==> config.mk <==
export PLATFORM = sky130hd
export DESIGN_NAME = frame_fragment_planner_crc
export DESIGN_NICKNAME = d
export VERILOG_FILES = /design/src/ffp_pkg.sv /design/src/ffp_ctrl.sv /design/src/ffp_dp.sv /design/src/frame_fragment_planner_crc.sv
export SDC_FILE = /design/constraint.sdc
export NUM_CORES = 1
export LEC_CHECK = 0
export BUFFER_PORTS_ARGS = -buffer_cell sky130_fd_sc_hd__buf_2
export CAP_MARGIN = 15
export CORE_ASPECT_RATIO = 0.9
export CORE_UTILIZATION = 55
export CTS_CLUSTER_SIZE = 12
export DETAILED_ROUTE_END_ITERATION = 10
export GPL_ROUTABILITY_DRIVEN = 0
export HOLD_SLACK_MARGIN = 0.1
export PLACE_DENSITY = 0.78
export SLEW_MARGIN = 20
export SYNTH_ARGS = -nofsm -noshare
export SYNTH_HDL_FRONTEND = slang
export SYNTH_SLANG_ARGS = --single-unit
==> constraint.sdc <==
create_clock -name clk -period 15.8 [get_ports clk]
set_input_delay 0.79 -clock clk [delete_from_list [all_inputs] [get_ports clk]]
set_output_delay 0.79 -clock clk [all_outputs]
set_load 0.02 [all_outputs]
==> src/ffp_pkg.sv <==
// ----------------------------------------------------------------------------
// ffp_pkg: shared types and constants of the frame fragment planner
// Item structs, controller/datapath command and status groups, the CRC-32
// byte update and the framing limits.
// ----------------------------------------------------------------------------
`default_nettype none

package ffp_pkg;

  // framing limits
  localparam int HDR_LEN       = 48;
  localparam int MAX_DATAGRAM  = 1472;
  localparam int MAX_FRAME     = 65536;
  localparam int MAX_FRAGMENTS = 64;

  // field widths
  localparam int LEN_W  = 17;  // frame length, saturates at MAX_FRAME + 1
  localparam int CAP_W  = 11;  // payload capacity per fragment, below 2048
  localparam int IDX_W  = 6;
  localparam int TOT_W  = 7;
  localparam int OFF_W  = 16;
  localparam int DGL_W  = 16;
  localparam int SEQ_W  = 64;
  localparam int CRC_W  = 32;
  localparam int CFG_W  = 64;
  localparam int CFGA_W = 1;

  // configuration register indexes
  localparam logic [CFGA_W-1:0] REG_DATAGRAM_LIMIT = 1'd0;
  localparam logic [CFGA_W-1:0] REG_STREAM_IDENT   = 1'd1;

  localparam logic [CRC_W-1:0] CRC_POLY = 32'hEDB8_8320;
  localparam logic [CRC_W-1:0] CRC_INIT = 32'hFFFF_FFFF;

  typedef struct packed {
    logic [7:0]       data_byte;
    logic             end_of_frame;
    logic [SEQ_W-1:0] sequence_number;
  } in_item_t;

  typedef struct packed {
    logic             status;
    logic [SEQ_W-1:0] seq_out;
    logic [LEN_W-1:0] frame_length;
    logic [CRC_W-1:0] frame_crc;
    logic [IDX_W-1:0] fragment_number;
    logic [TOT_W-1:0] fragment_total;
    logic [OFF_W-1:0] fragment_start;
    logic [OFF_W-1:0] fragment_size;
    logic             is_first;
    logic             is_last;
  } out_item_t;

  // controller -> datapath
  typedef struct packed {
    logic take;       // byte transfer
    logic frame_end;  // transfer carries the final byte
    logic send_err;   // load the refusal result
    logic count_run;  // one fragment-count iteration
    logic emit_run;   // emit one header
  } ffp_cmd_t;

  // datapath -> controller
  typedef struct packed {
    logic eof;         // final byte on the input
    logic frame_ok;    // config and length pass
    logic count_done;  // remainder fits in one fragment
    logic count_over;  // fragment count would pass the limit
    logic emit_last;   // header being emitted is the final one
  } ffp_stat_t;

  typedef enum logic [2:0] {
    ST_IDLE  = 3'b001,
    ST_COUNT = 3'b010,
    ST_EMIT  = 3'b100
  } ffp_state_t;

  // reflected CRC-32 update by one byte, bitwise
  function automatic logic [CRC_W-1:0] crc_byte(input logic [CRC_W-1:0] crc,
                                                input logic [7:0] b);
    logic [CRC_W-1:0] c;
    c = crc ^ {24'd0, b};
    for (int k = 0; k < 8; k++) begin
      c = c[0] ? ((c >> 1) ^ CRC_POLY) : (c >> 1);
    end
    return c;
  endfunction

endpackage

`default_nettype wire

==> src/ffp_ctrl.sv <==
// ----------------------------------------------------------------------------
// ffp_ctrl: frame planner controller
// Sequences byte intake, the fragment count iterations and the header burst.
// ----------------------------------------------------------------------------
`default_nettype none

module ffp_ctrl
  import ffp_pkg::*;
(
  input  wire logic      clk,
  input  wire logic      rst_n,
  input  wire logic      start,
  output logic           busy,
  input  wire ffp_stat_t stat,
  output ffp_cmd_t       cmd
);

  ffp_state_t state_r, state_nxt;

  // commands
  always_comb begin
    cmd           = '0;
    cmd.take      = start && (state_r == ST_IDLE);
    cmd.frame_end = cmd.take && stat.eof;
    cmd.count_run = (state_r == ST_COUNT);
    cmd.emit_run  = (state_r == ST_EMIT);
    cmd.send_err  = (cmd.frame_end && !stat.frame_ok) ||
                    (cmd.count_run && stat.count_over);
  end

  // next state
  always_comb begin
    state_nxt = state_r;
    case (state_r)
      ST_IDLE: begin
        if (cmd.frame_end && stat.frame_ok) state_nxt = ST_COUNT;
      end
      ST_COUNT: begin
        if (stat.count_over)      state_nxt = ST_IDLE;
        else if (stat.count_done) state_nxt = ST_EMIT;
      end
      ST_EMIT: begin
        if (stat.emit_last) state_nxt = ST_IDLE;
      end
      default: state_nxt = ST_IDLE;
    endcase
  end

  always_ff @(posedge clk) begin
    if (!rst_n) begin
      state_r <= ST_IDLE;
    end else begin
      state_r <= state_nxt;
    end
  end

  assign busy = (state_r != ST_IDLE);

endmodule

`default_nettype wire

==> src/ffp_dp.sv <==
// ----------------------------------------------------------------------------
// ffp_dp: frame planner datapath
// Config registers, running CRC and byte count, fragment count by repeated
// subtraction, header generation and the output register.
// ----------------------------------------------------------------------------
`default_nettype none

module ffp_dp
  import ffp_pkg::*;
(
  input  wire logic              clk,
  input  wire logic              rst_n,
  input  wire logic              cfg_we,
  input  wire logic [CFGA_W-1:0] cfg_index,
  input  wire logic [CFG_W-1:0]  cfg_wdata,
  input  wire in_item_t          in_item,
  input  wire ffp_cmd_t          cmd,
  output ffp_stat_t              stat,
  output logic                   out_strobe,
  output out_item_t              out_item
);

  logic [DGL_W-1:0] dgl_r;
  logic [CFG_W-1:0] stream_r;
  logic [CRC_W-1:0] crc_r, crc_nxt;
  logic [LEN_W-1:0] cnt_r, cnt_nxt;
  logic [SEQ_W-1:0] seq_r;
  logic [LEN_W-1:0] len_r;
  logic [CRC_W-1:0] fcrc_r;
  logic [LEN_W-1:0] rem_r;
  logic [CAP_W-1:0] cap_r;
  logic [TOT_W-1:0] tot_r;
  logic [IDX_W-1:0] idx_r;
  logic [LEN_W-1:0] off_r;
  logic             out_strobe_r;
  out_item_t        out_item_r;

  logic [DGL_W-1:0] cap_full;
  logic [LEN_W-1:0] cap_ext;
  logic [LEN_W-1:0] size;
  logic             dgl_ok;
  out_item_t        err_item;

  // configuration writes
  always_ff @(posedge clk) begin
    if (!rst_n) begin
      dgl_r    <= DGL_W'(MAX_DATAGRAM);
      stream_r <= '0;
    end else if (cfg_we) begin
      case (cfg_index)
        REG_DATAGRAM_LIMIT: dgl_r    <= cfg_wdata[DGL_W-1:0];
        REG_STREAM_IDENT:   stream_r <= cfg_wdata;
        default: ;
      endcase
    end
  end

  // running CRC and saturating byte count
  always_comb begin
    crc_nxt = crc_byte(crc_r, in_item.data_byte);
    cnt_nxt = (cnt_r <= LEN_W'(MAX_FRAME)) ? cnt_r + 1'b1 : cnt_r;
  end

  always_ff @(posedge clk) begin
    if (!rst_n) begin
      crc_r <= CRC_INIT;
      cnt_r <= '0;
    end else if (cmd.take) begin
      crc_r <= cmd.frame_end ? CRC_INIT : crc_nxt;
      cnt_r <= cmd.frame_end ? '0 : cnt_nxt;
    end
  end

  // frame checks on the final byte
  assign cap_full = dgl_r - DGL_W'(HDR_LEN);
  assign dgl_ok   = (dgl_r > DGL_W'(HDR_LEN)) && (dgl_r <= DGL_W'(MAX_DATAGRAM));
  assign cap_ext  = {{(LEN_W-CAP_W){1'b0}}, cap_r};
  assign size     = (rem_r < cap_ext) ? rem_r : cap_ext;

  always_comb begin
    stat            = '0;
    stat.eof        = in_item.end_of_frame;
    stat.frame_ok   = (stream_r != '0) && dgl_ok && (cnt_nxt <= LEN_W'(MAX_FRAME));
    stat.count_done = (rem_r <= cap_ext);
    stat.count_over = !stat.count_done && (tot_r == TOT_W'(MAX_FRAGMENTS));
    stat.emit_last  = ({1'b0, idx_r} == (tot_r - 1'b1));
  end

  // frame capture, fragment count and header walk
  always_ff @(posedge clk) begin
    if (cmd.frame_end) begin
      seq_r  <= in_item.sequence_number;
      len_r  <= cnt_nxt;
      fcrc_r <= ~crc_nxt;
      rem_r  <= cnt_nxt;
      cap_r  <= cap_full[CAP_W-1:0];
      tot_r  <= TOT_W'(1);
    end else if (cmd.count_run) begin
      if (stat.count_done) begin
        rem_r <= len_r;
        off_r <= '0;
        idx_r <= '0;
      end else begin
        rem_r <= rem_r - cap_ext;
        tot_r <= tot_r + 1'b1;
      end
    end else if (cmd.emit_run) begin
      rem_r <= rem_r - cap_ext;
      off_r <= off_r + cap_ext;
      idx_r <= idx_r + 1'b1;
    end
  end

  // refusal result: only status and last mark set
  always_comb begin
    err_item         = '0;
    err_item.status  = 1'b1;
    err_item.is_last = 1'b1;
  end

  // result register: one strobe per result
  always_ff @(posedge clk) begin
    if (!rst_n) begin
      out_strobe_r <= 1'b0;
    end else begin
      out_strobe_r <= cmd.send_err || cmd.emit_run;
    end
  end

  always_ff @(posedge clk) begin
    if (cmd.send_err) begin
      out_item_r <= err_item;
    end else if (cmd.emit_run) begin
      out_item_r.status          <= 1'b0;
      out_item_r.seq_out         <= seq_r;
      out_item_r.frame_length    <= len_r;
      out_item_r.frame_crc       <= fcrc_r;
      out_item_r.fragment_number <= idx_r;
      out_item_r.fragment_total  <= tot_r;
      out_item_r.fragment_start  <= off_r[OFF_W-1:0];
      out_item_r.fragment_size   <= size[OFF_W-1:0];
      out_item_r.is_first        <= (idx_r == '0);
      out_item_r.is_last         <= stat.emit_last;
    end
  end

  assign out_strobe = out_strobe_r;
  assign out_item   = out_item_r;

endmodule

`default_nettype wire

==> src/frame_fragment_planner_crc.sv <==
// Non-final bytes: one transfer per cycle, busy stays low, no result.
// Final byte: fragments are counted in the count state by repeated subtraction of the
// capacity, then the emit state gives one header per fragment on consecutive cycles;
// busy is high in both states. A frame refused on settings or length gives its error
// result the next cycle; one needing more than 64 fragments once the count reaches 64.
// Receiver cannot stall. Sync reset: datagram limit 1472, stream id 0, CRC all ones.
// ----------------------------------------------------------------------------
// frame_fragment_planner_crc: top level
// Byte-wide CRC-32 frame intake with per-fragment header planning.
// ----------------------------------------------------------------------------
`default_nettype none

module frame_fragment_planner_crc
  import ffp_pkg::*;
(
  input  wire logic              clk,
  input  wire logic              rst_n,
  input  wire logic              cfg_we,
  input  wire logic [CFGA_W-1:0] cfg_index,
  input  wire logic [CFG_W-1:0]  cfg_wdata,
  input  wire logic              start,
  output logic                   busy,
  input  wire in_item_t          in_item,
  output logic                   out_strobe,
  output out_item_t              out_item
);

  ffp_cmd_t  cmd;
  ffp_stat_t stat;

  ffp_ctrl u_ctrl (
    .clk   (clk),
    .rst_n (rst_n),
    .start (start),
    .busy  (busy),
    .stat  (stat),
    .cmd   (cmd)
  );

  ffp_dp u_dp (
    .clk        (clk),
    .rst_n      (rst_n),
    .cfg_we     (cfg_we),
    .cfg_index  (cfg_index),
    .cfg_wdata  (cfg_wdata),
    .in_item    (in_item),
    .cmd        (cmd),
    .stat       (stat),
    .out_strobe (out_strobe),
    .out_item   (out_item)
  );

endmodule

`default_nettype wire

Word-level counts from Yosys, hierarchy flattened

Index checks and enable logic that the tools add are counted.

Register bits after elaboration: 465
Logic and storage cells: 109
Bits of input ports: 142
Output and inout bits: 163

Eq/ne operators: 10
Muxes and demuxes: 27
Reductions and logical operators: 22
Bitwise operators: 13
Add/subtract/negate cells: 7
Magnitude comparators: 6

Operators with widths:

| operator              | count |
|---|---|
| $mux 32               | 9 |
| $mux 17               | 9 |
| $not 13->14           | 8 |
| $reduce_bool 64->1    | 1 |
| $le 17x17->1 const B  | 2 |
| $not 32->32           | 1 |
| $xor 32x8->32         | 1 |
| $mux 6                | 3 |
| $add 17x1->17 const B | 1 |
| $add 17x11->17        | 1 |
| $le 17x11->1          | 1 |
| $lt 17x11->1          | 1 |
| $sub 17x11->17        | 1 |
| $gt 16x6->1 const B   | 1 |
| $le 16x11->1 const B  | 1 |
| $mux 16               | 1 |
| $mux 3                | 4 |
| $sub 11x6->11 const B | 1 |
| $logic_and 1x1->1     | 9 |
| $pmux 3 s3            | 1 |
| $add 7x1->7 const B   | 1 |
| $eq 6x7->1            | 1 |
| $eq 7x7->1 const B    | 1 |
| $sub 7x1->7 const B   | 1 |
| other kinds (15)      | 24 |

Longest topological paths before layout

Gate-level depths: netlist (run 1).

Depth in word-level cells: 18
Gate-level depth with buffers: 12
Depth with buffers taken out: 11

Modules after synthesis

A second synthesis (run 1) with hierarchy kept.

Cell total of the unflattened synthesis: 1,842
Area, all modules: 19,361.1 sq um

By module, submodules not included:

| module   | area each (sq um) | sequential area each (sq um) | cells an instance | times used |
|---|---|---|---|---|
| ffp_dp   | 19,155.9          | 10,860.4                     | 1,816             | 1 |
| ffp_ctrl | 205.2             | 60.1                         | 26                | 1 |

Least setup slack after synthesis (run 1)

No wires, ideal clock.

Path type: input to register
Start: input port in_item[64] in the netlist's numbering
End: register u_dp.cap_r[0] (enable)
Path buffers: 2
Data arrival time: 4,983 ps
Library setup time: 537 ps
Cell stages on the path: 4
Path slack: 10,280 ps
Cells stage by stage: clkbuf_1 -> nand3_1 -> inv_1 -> clkbuf_1

RTL lines:

| item                 | RTL line                         | source |
|---|---|---|
| start, declared      | frame_fragment_planner_crc.sv:23 | `input wire in_item_t in_item,` |
| end signal, assigned | ffp_dp.sv:96                     | `cap_r <= cap_full[CAP_W-1:0];` |
| end, declared        | ffp_dp.sv:31                     | `logic [CAP_W-1:0] cap_r;` |

Worst setup path in the final report (run 1)

Start: register u_dp.cnt_r[0]
End: register u_dp.out_item_r, in the netlist u_dp.out_item[150]

Word-level cells in the longest chain between the ends: 7

RTL lines:

| item                                          | RTL line       | source |
|---|---|---|
| start, declared                               | ffp_dp.sv:26   | `logic [LEN_W-1:0] cnt_r, cnt_nxt;` |
| start signal, assigned                        | ffp_dp.sv:70   | `cnt_r <= cmd.frame_end ? '0 : cnt_nxt;` |
| $add 17x1->17 or $le 17x17->1 (tied branches) | ffp_dp.sv:61   | `cnt_nxt = (cnt_r <= LEN_W'(MAX_FRAME)) ? cnt_r + 1'b1 : cnt_r;` |
| $mux 17 *                                     | ffp_dp.sv:61   |  |
| $le 17x17->1 *                                | ffp_dp.sv:83   | `stat.frame_ok = (stream_r != '0) && dgl_ok && (cnt_nxt <= LEN_W'(MAX_FRAME));` |
| $logic_and 1x1->1 *                           | ffp_dp.sv:83   |  |
| $logic_not 1->1 *                             | ffp_ctrl.sv:27 | `cmd.send_err = (cmd.frame_end && !stat.frame_ok) \|\|` |
| $logic_and 1x1->1 *                           | ffp_ctrl.sv:27 |  |
| $logic_or 1x1->1 *                            | ffp_ctrl.sv:27 |  |
| end signal, assigned                          | ffp_dp.sv:132  | `out_item_r <= err_item;` |
| end, declared                                 | ffp_dp.sv:36   | `out_item_t out_item_r;` |

Mark *: on every way between the ends. The rest lies on a longest branch, timed or not.
A chain may end at the register's enable or synchronous reset.

==> results of run 1 <==
final cells by class:
| type | instances | area [um2] | share of cell area |
|---|---|---|---|
| Clock buffer | 80 | 1460 | 0.0640 |
| Timing Repair Buffer | 316 | 1620 | 0.0710 |
| Clock inverter | 7 | 68.8 | 0.00303 |
| Antenna cell | 1 | 2.50 | 0.000110 |
| Tap cell | 469 | 587 | 0.0258 |
| Inverter | 29 | 114 | 0.00501 |
| Multi-Input combinational cell | 1378 | 7980 | 0.351 |
| Sequential cell | 464 | 10900 | 0.480 |
final timing paths:
check / start / endpoint / slack (ps) / depth (start not counted)
hold / removal: in_item[58] / u_dp.seq_r[58] / 400 / 1
setup reg to reg: u_dp.cnt_r[0] / u_dp.out_item[150] / 11690 / 12
setup / recovery: u_dp.cnt_r[0] / u_dp.out_item[150] / 11690 / 12
hold reg to reg: u_dp.dgl_r[0] / u_dp.cap_r[0] / 450 / 0
stage by stage:
| step | cell area [um2] | utilization | hold slack (ps) | std cells | power [uW] |
|---|---|---|---|---|---|
| final | 22700 | 0.649 | 398 | 2744 | 2860 |
| after global routing | 22700 | 0.649 | 373 | 2744 | 2970 |
| after CTS | 22700 | 0.648 | 370 | 2743 | 2880 |
| after detailed placement | 21200 | 0.605 | 442 | 2656 | 1780 |
| after global placement | 21200 | 0.605 | 432 | 2656 | 1770 |
| after floorplan | 19500 | - | 430 | 1996 | 1680 |
critical path: cells and delay by family, from the launching register on:
kind            cells  cell delay, ps
simple gates        3            1080
flops               1             360
compound gates      5             790
buf+inv             3            1490
fa+ha+maj           1             160
registers in the layout (all words and copies together) (netlist names), 6 cells and up:
register / count
u_dp.cap_r: 11
u_dp.cnt_r: 17
u_dp.crc_r: 32
u_dp.dgl_r: 16
u_dp.fcrc_r: 32
u_dp.idx_r: 6
u_dp.len_r: 17
u_dp.off_r: 16
u_dp.out_item: 161
u_dp.rem_r: 17
u_dp.seq_r: 64
u_dp.stream_r: 64
u_dp.tot_r: 7
cell usage in the layout, fill, tap and decap left out, types with 13 or more instances in the layout:
cell type | Yosys | final
ha_1 | 30 | 30
xnor2_1 | 75 | 75
a21oi_1 | 92 | 92
nand3_1 | 30 | 30
clkbuf_16 | 0 | 51
nand4_1 | 15 | 15
nor4_1 | 26 | 26
nor2_1 | 73 | 73
dfxtp_1 | 301 | 301
buf_2 | 16 | 304
xor2_1 | 50 | 50
edfxtp_1 | 163 | 163
nand2_1 | 548 | 545
nor3_1 | 21 | 21
o22ai_1 | 13 | 13
a21oi_2 | 82 | 82
a22oi_1 | 14 | 14
clkbuf_1 | 96 | 22
o21ai_0 | 37 | 37
o211ai_1 | 35 | 35
a21boi_0 | 83 | 83
nor2b_1 | 25 | 25
inv_1 | 29 | 28
per-layer routing:
metal,routed length [um],share of wire
met1,20500,0.44
met2,21200,0.46
met3,3170,0.068
met4,1560,0.034
met5,0,0
power groups by stage:
stage / registers [uW] / logic, uW / clock network, uW
after CTS: 1370 / 390 / 1110
final: 1370 / 391 / 1090
after global placement: 1400 / 377 / 0
after global routing: 1380 / 429 / 1160
after detailed placement: 1400 / 385 / 0
after floorplan: 1390 / 285 / 0
cells by family (layout without fill, tap and decap cells):
logic type / count (synthesis) / after routing / share of synthesized area
adder cells (fa/ha/maj): 32 / 32 / 0.0213
AND/OR/NAND/NOR: 797 / 797 / 0.175
XOR/XNOR: 127 / 127 / 0.0577
AO/OA/AOI/OAI: 410 / 410 / 0.147
flip-flops: 464 / 464 / 0.559
multiplexers: 12 / 12 / 0.00621
other: 0 / 1 / 0
buffers and inverters: 154 / 432 / 0.0341
==> impl_results.md, run 1 <==
- Status: finished, final reports clean
- Post-Syn Nets: 2170
- Pre-CTS setup slack: 11740 ps
- Synth warn: 0
- Placeable Area: 0.0351 mm2
- Post_cts resized: 0
- CTS hold repair buffers: 0
- Largest net degree at the start of global routing: 117
- Seq pwr share: 0.481
- Gr usage total: 0.253
- Slew headroom: 0.287
- Crit end category: flop
- M3 GR Usage: 0.0489
- Die height: 181 um
- #FFs+latches synth: between 400 and 500
- Post CTS Setup Buffer Count: 0
- Yosys cell types: 64
- Final Worst Setup Slack: 11690 ps
- Sequential area share after synthesis: 0.559
- Area delta synth->final: 16.4%
- CP Max Fanout: just over 60
- First-pass GRT wire length: 74800 um
- Worst Setup Start Kind: flop
- Clock root cell: clkbuf_16
- # DRC: 0
- PortBufs: 304
- Die Wd: 201 um
- Net Sw Power: 731 uW
- Syn_area_per_cell: roughly 10 um2
- Comb pwr share: 0.137
- Final Cycle Share: 0.260
- Initial antenna violation count: 1
- Post-Syn Instances: 1996
- Layout cells sized above 1: 0.214
- Wire length per cell: 16.9 um
- CTS Buf Count: 48
- Layout fillers: around 2700
- P_leak: 0.00891 uW
- Synth top area share: 0.308
- Vias in the first global route: 14530
- Die footprint: 0.0363 mm2
- EDFF count, synth: 163
- WL final: roughly 46000 um
- Met1 GRT Util: 0.341
- Top-count cell post-synth: nand2_1
- Grt ovf: 0
- Clock Skews: 15.6 ps
- Critical path required time: 16200 ps
- Tmin final: 4110 ps
- Most instantiated cells after synthesis: nand2_1 (548), dfxtp_1 (301), edfxtp_1 (163), clkbuf_1 (96), a21oi_1 (92)
- Max Cap Viol: 0
- Slowest cell on crit path: buf_4
- Clock Sinks: roughly 460
- Clk slew on worst S/H paths: ~60 ps
- Sw frac: 0.256
- Crit-path cells: inv_1, ha_1, nor4b_2, nand4_1, nand2_1, a211oi_1, o21ai_1, o31ai_4, o21ai_4, buf_4, buf_4, a21oi_1
- Row count: 65
- Setup Crit Path Kind: flop to flop
- Crit path largest cell delay: ~860 ps
- Iter 0 DRT Violations: 1134
- DRT antenna net count: 0
- Clock Power Share: 0.383
- Final Hold Fails: 0
- DP HPWL: 31500 um
- Mapped Area: 0.0195 mm2
- # setup viols final: 0
- Cell mode on critical path: buf_4
- Max VDD drop: roughly 0.11 mV
- Nets: about 2400
- Pre-antenna DRT Iters: 6
- CTS Buffer Depth: 3
- P_int: 2130 uW
- PwrDens: around 130 mW/mm2
- Main area contributors after synthesis: dfxtp_1 (31%), edfxtp_1 (25%), nand2_1 (11%)
- DR vias/cell: 5.47
- Primary FF master, synth: dfxtp_1
- Setup TNS: 0 ps
- Max Clk Rate: 243 MHz
- Worst-Margin Slew: 1070 ps
- Clock Latency Late Sink: 570 ps
- CTS tree: built
- Most area-hungry cell type in the Yosys netlist: dfxtp_1
- M2 GR Usage: 0.402
- # IOs: 305
- HP Class: input port to flop
- GR peak layer: met2
- Initial Util: 0.557
- H-tree depth: 2
- Via count: 15000
- CP Data Arrival Time: about 4500 ps
- Final Slew Violations: 0
- RSZ-0062 raised after global routing: no
- Synth async-reset ratio: 0
Power figures use the tool's default switching activity.
==> run 2, diff against run 1 <==
Clock period 15.8 ns to 3.8 ns, I/O delays scaled along.
==> run 2 against run 1 <==
Against the previous run: critical path depth decreased by 1; via count grew 5.1%; clock skew up 11 ps; combinational power increased to 4.6 times the previous value; power rose to 4.1 times the previous value; sequential power grew to 4.2 times the previous value; sequential share of layout area fell by 2.7 points; maximum frequency is 24% higher; cell area rose by 5.9%; largest power group unchanged; critical path type unchanged.
==> impl_results.md, run 2 (same netlist as run 1, synthesis figures left out) <==
- Status: finished, final reports clean (unchanged)
- Worst Setup Start Kind: flop (unchanged)
- Commonest non-fill, non-tap cells in the layout: nand2_1 (545), buf_2 (304), dfxtp_1 (301) (unchanged)
- Wire length per cell: 17.1 um (was 16.9 um)
- Buf/Inv on CP: 2 (was 3)
- Final Cycle Share: 0.871 (was 0.260)
- Setup Crit Path Kind: flop to flop (unchanged)
- Most common cell after layout, fill and taps aside: nand2_1 (unchanged)
- # DRC: 0 (unchanged)
- RSZ-0062 raised after global routing: no (unchanged)
- Vias in the first global route: 15262 (was 14530)
- Gr usage total: 0.269 (was 0.253)
- Clock Latency Late Sink: 560 ps (was 570 ps)
- Slew headroom: 0.384 (was 0.287)
- WL final: 49400 um (was 46500 um)
- Final Slew Violations: 0 (unchanged)
- Nets: 2550 (was 2411)
- Delay-heaviest family, CP: simple AND/OR/NAND/NOR gates (was buffers and inverters)
- PortBufs: 304 (unchanged)
- DP HPWL: 31900 um (was 31500 um)
- Sequential Area: 0.0109 mm2 (unchanged)
- Largest net degree at the start of global routing: 102 (was 117)
- HP Class: input port to flop (unchanged)
- Final Hold Fails: 0 (unchanged)
- Layout cells sized above 1: 0.204 (was 0.214)
- Grt ovf: 0 (unchanged)
- CP Max Fanout: 47 (was 62)
- Via count: 15772 (was 15000)
- Initial Util: 0.557 (unchanged)
- CTS Buf Count: 47 (was 48)
- First-pass GRT wire length: 79400 um (was 74800 um)
- DRT antenna net count: 0 (unchanged)
- Max Cap Viol: 0 (unchanged)
- Max Clk Rate: 302 MHz (was 243 MHz)
- Layout fillers: 2607 (was 2743)
- Clk slew on worst S/H paths: 60 ps (about the same)
- CTS tree: built (unchanged)
- P_leak: 0.00946 uW (was 0.00891 uW)
- H-tree depth: 2 (unchanged)
- Die Wd: 201 um (unchanged)
- Initial antenna violation count: 2 (was 1)
- Critical path required time: 4240 ps (was 16200 ps)
- Area delta synth->final: 23.3% (was 16.4%)
- Die footprint: 0.0363 mm2 (unchanged)
- Setup TNS: 0 ps (unchanged)
- Area of the multi-input gates: 0.00798 mm2 (about the same)
- DR vias/cell: 5.47 (about the same)
- Pre-antenna DRT Iters: 5 (was 6)
- CTS Buffer Depth: 3 (unchanged)
- Post CTS Setup Buffer Count: 0 (unchanged)
- Tmin final: 3310 ps (was 4110 ps)
- Crit-path cells: ha_1, nand2_2, or4_1, a21oi_2, mux2_2, o21ai_1, o31ai_4, o21ai_4, buf_12, buf_12, a21oi_2 (was inv_1, ha_1, nor4b_2, nand4_1, nand2_1, a211oi_1, o21ai_1, o31ai_4, o21ai_4, buf_4, buf_4, a21oi_1)
- Max VDD drop: 0.455 mV (was 0.107 mV)
- Placeable Area: 0.0351 mm2 (unchanged)
- Iter 0 DRT Violations: 1192 (was 1134)
- Number of flip-flops under the largest register name: 161 (unchanged)
- Die height: 181 um (unchanged)
- # setup viols final: 0 (unchanged)
- Crit end category: flop (unchanged)
- Crit path largest cell delay: 580 ps (was 860 ps)
- Clock Sinks: 464 (unchanged)
- Worst hold slack: 200 ps (was 398 ps)
- Row count: 65 (unchanged)
- Slowest cell on crit path: or4_1 (was buf_4)
- PwrDens: 490 mW/mm2 (was 126 mW/mm2)
- Clock root cell: clkbuf_16 (unchanged)
- CP Data Arrival Time: 3750 ps (was 4510 ps)
- Worst-Margin Slew: 923 ps (was 1070 ps)
- # IOs: 305 (unchanged)
- Clock Skews: 26.9 ps (was 15.6 ps)
## run 2: changes by cell type in the layout (fill, tap and decap cells not counted), moves of 2 or more
| cell | delta |
|---|---|
| buf_12 | +6 |
| buf_4 | +6 |
| clkbuf_1 | +3 |
| clkbuf_16 | -2 |
| clkbuf_8 | -2 |
| clkinvlp_4 | +2 |
| dlygate4sd3_1 | +129 |
| inv_6 | -3 |
## run 2: layout make-up
| class | count | area share |
|---|---|---|
| repair buffers | 456 | 0.127 |
| flip-flops and latches | 464 | 0.453 |
| diodes | 1 | 0.000104 |
| well taps | 469 | 0.0244 |
| inverters | 29 | 0.00462 |
| clock buffers | 79 | 0.0577 |
| clock inverters | 5 | 0.00125 |
| multi-input cells | 1378 | 0.331 |
## run 2: power breakdown
group          total [uW]  leakage [uW]  internal (uW)  switching (uW)
clock network        4290      0.000681           2470            1820
logic                1790       0.00481            722            1070
registers            5710       0.00396           5570             147
## run 2: worst paths after layout
check                                     endpoint          startpoint  depth (start not counted)  slack (ps)
worst max-delay path             u_dp.out_item[62]       u_dp.cnt_r[1]                         11         490
worst min-delay path                 u_dp.cnt_r[0]               start                          5         200
worst max register to register   u_dp.out_item[62]       u_dp.cnt_r[1]                         11         490
worst min register to register  u_dp.out_item[129]  u_dp.out_item[129]                          2         450
## run 2: tightest hold or removal path, stage by stage
cell and delay, ps:
buf_2 110, nand2_2 70, nor2_2 130, nand3_1 120, a21boi_0 70
## run 2: layer usage
layer	part of all wire	track usage	vias to the layer above
met5	0.00016	0	-
met4	0.033	0.101	2
met3	0.061	0.0478	126
met2	0.47	0.444	556
met1	0.43	0.353	7490
li1	-	-	7598
## run 2: timing repair
action                                  CTS  global route
endpoints found under the hold margin   146             0
gates resized for setup                   0             0
hold buffers                            129             0
endpoints found under the setup margin    0             0
## run 2: stage by stage
stage | setup WS [ps] | cells | instance area (um2) | util | power [uW]
2_1_floorplan | 660 | 1996 | 19500 | - | 6970
4_1_cts | 520 | 2880 | 24100 | 0.687 | 11900
6_report | 490 | 2881 | 24100 | 0.687 | 11800
5_1_grt | 274 | 2881 | 24100 | 0.687 | 12300
3_5_place_dp | 518 | 2667 | 21400 | 0.609 | 7450
3_3_place_gp | 636 | 2667 | 21400 | 0.609 | 7400
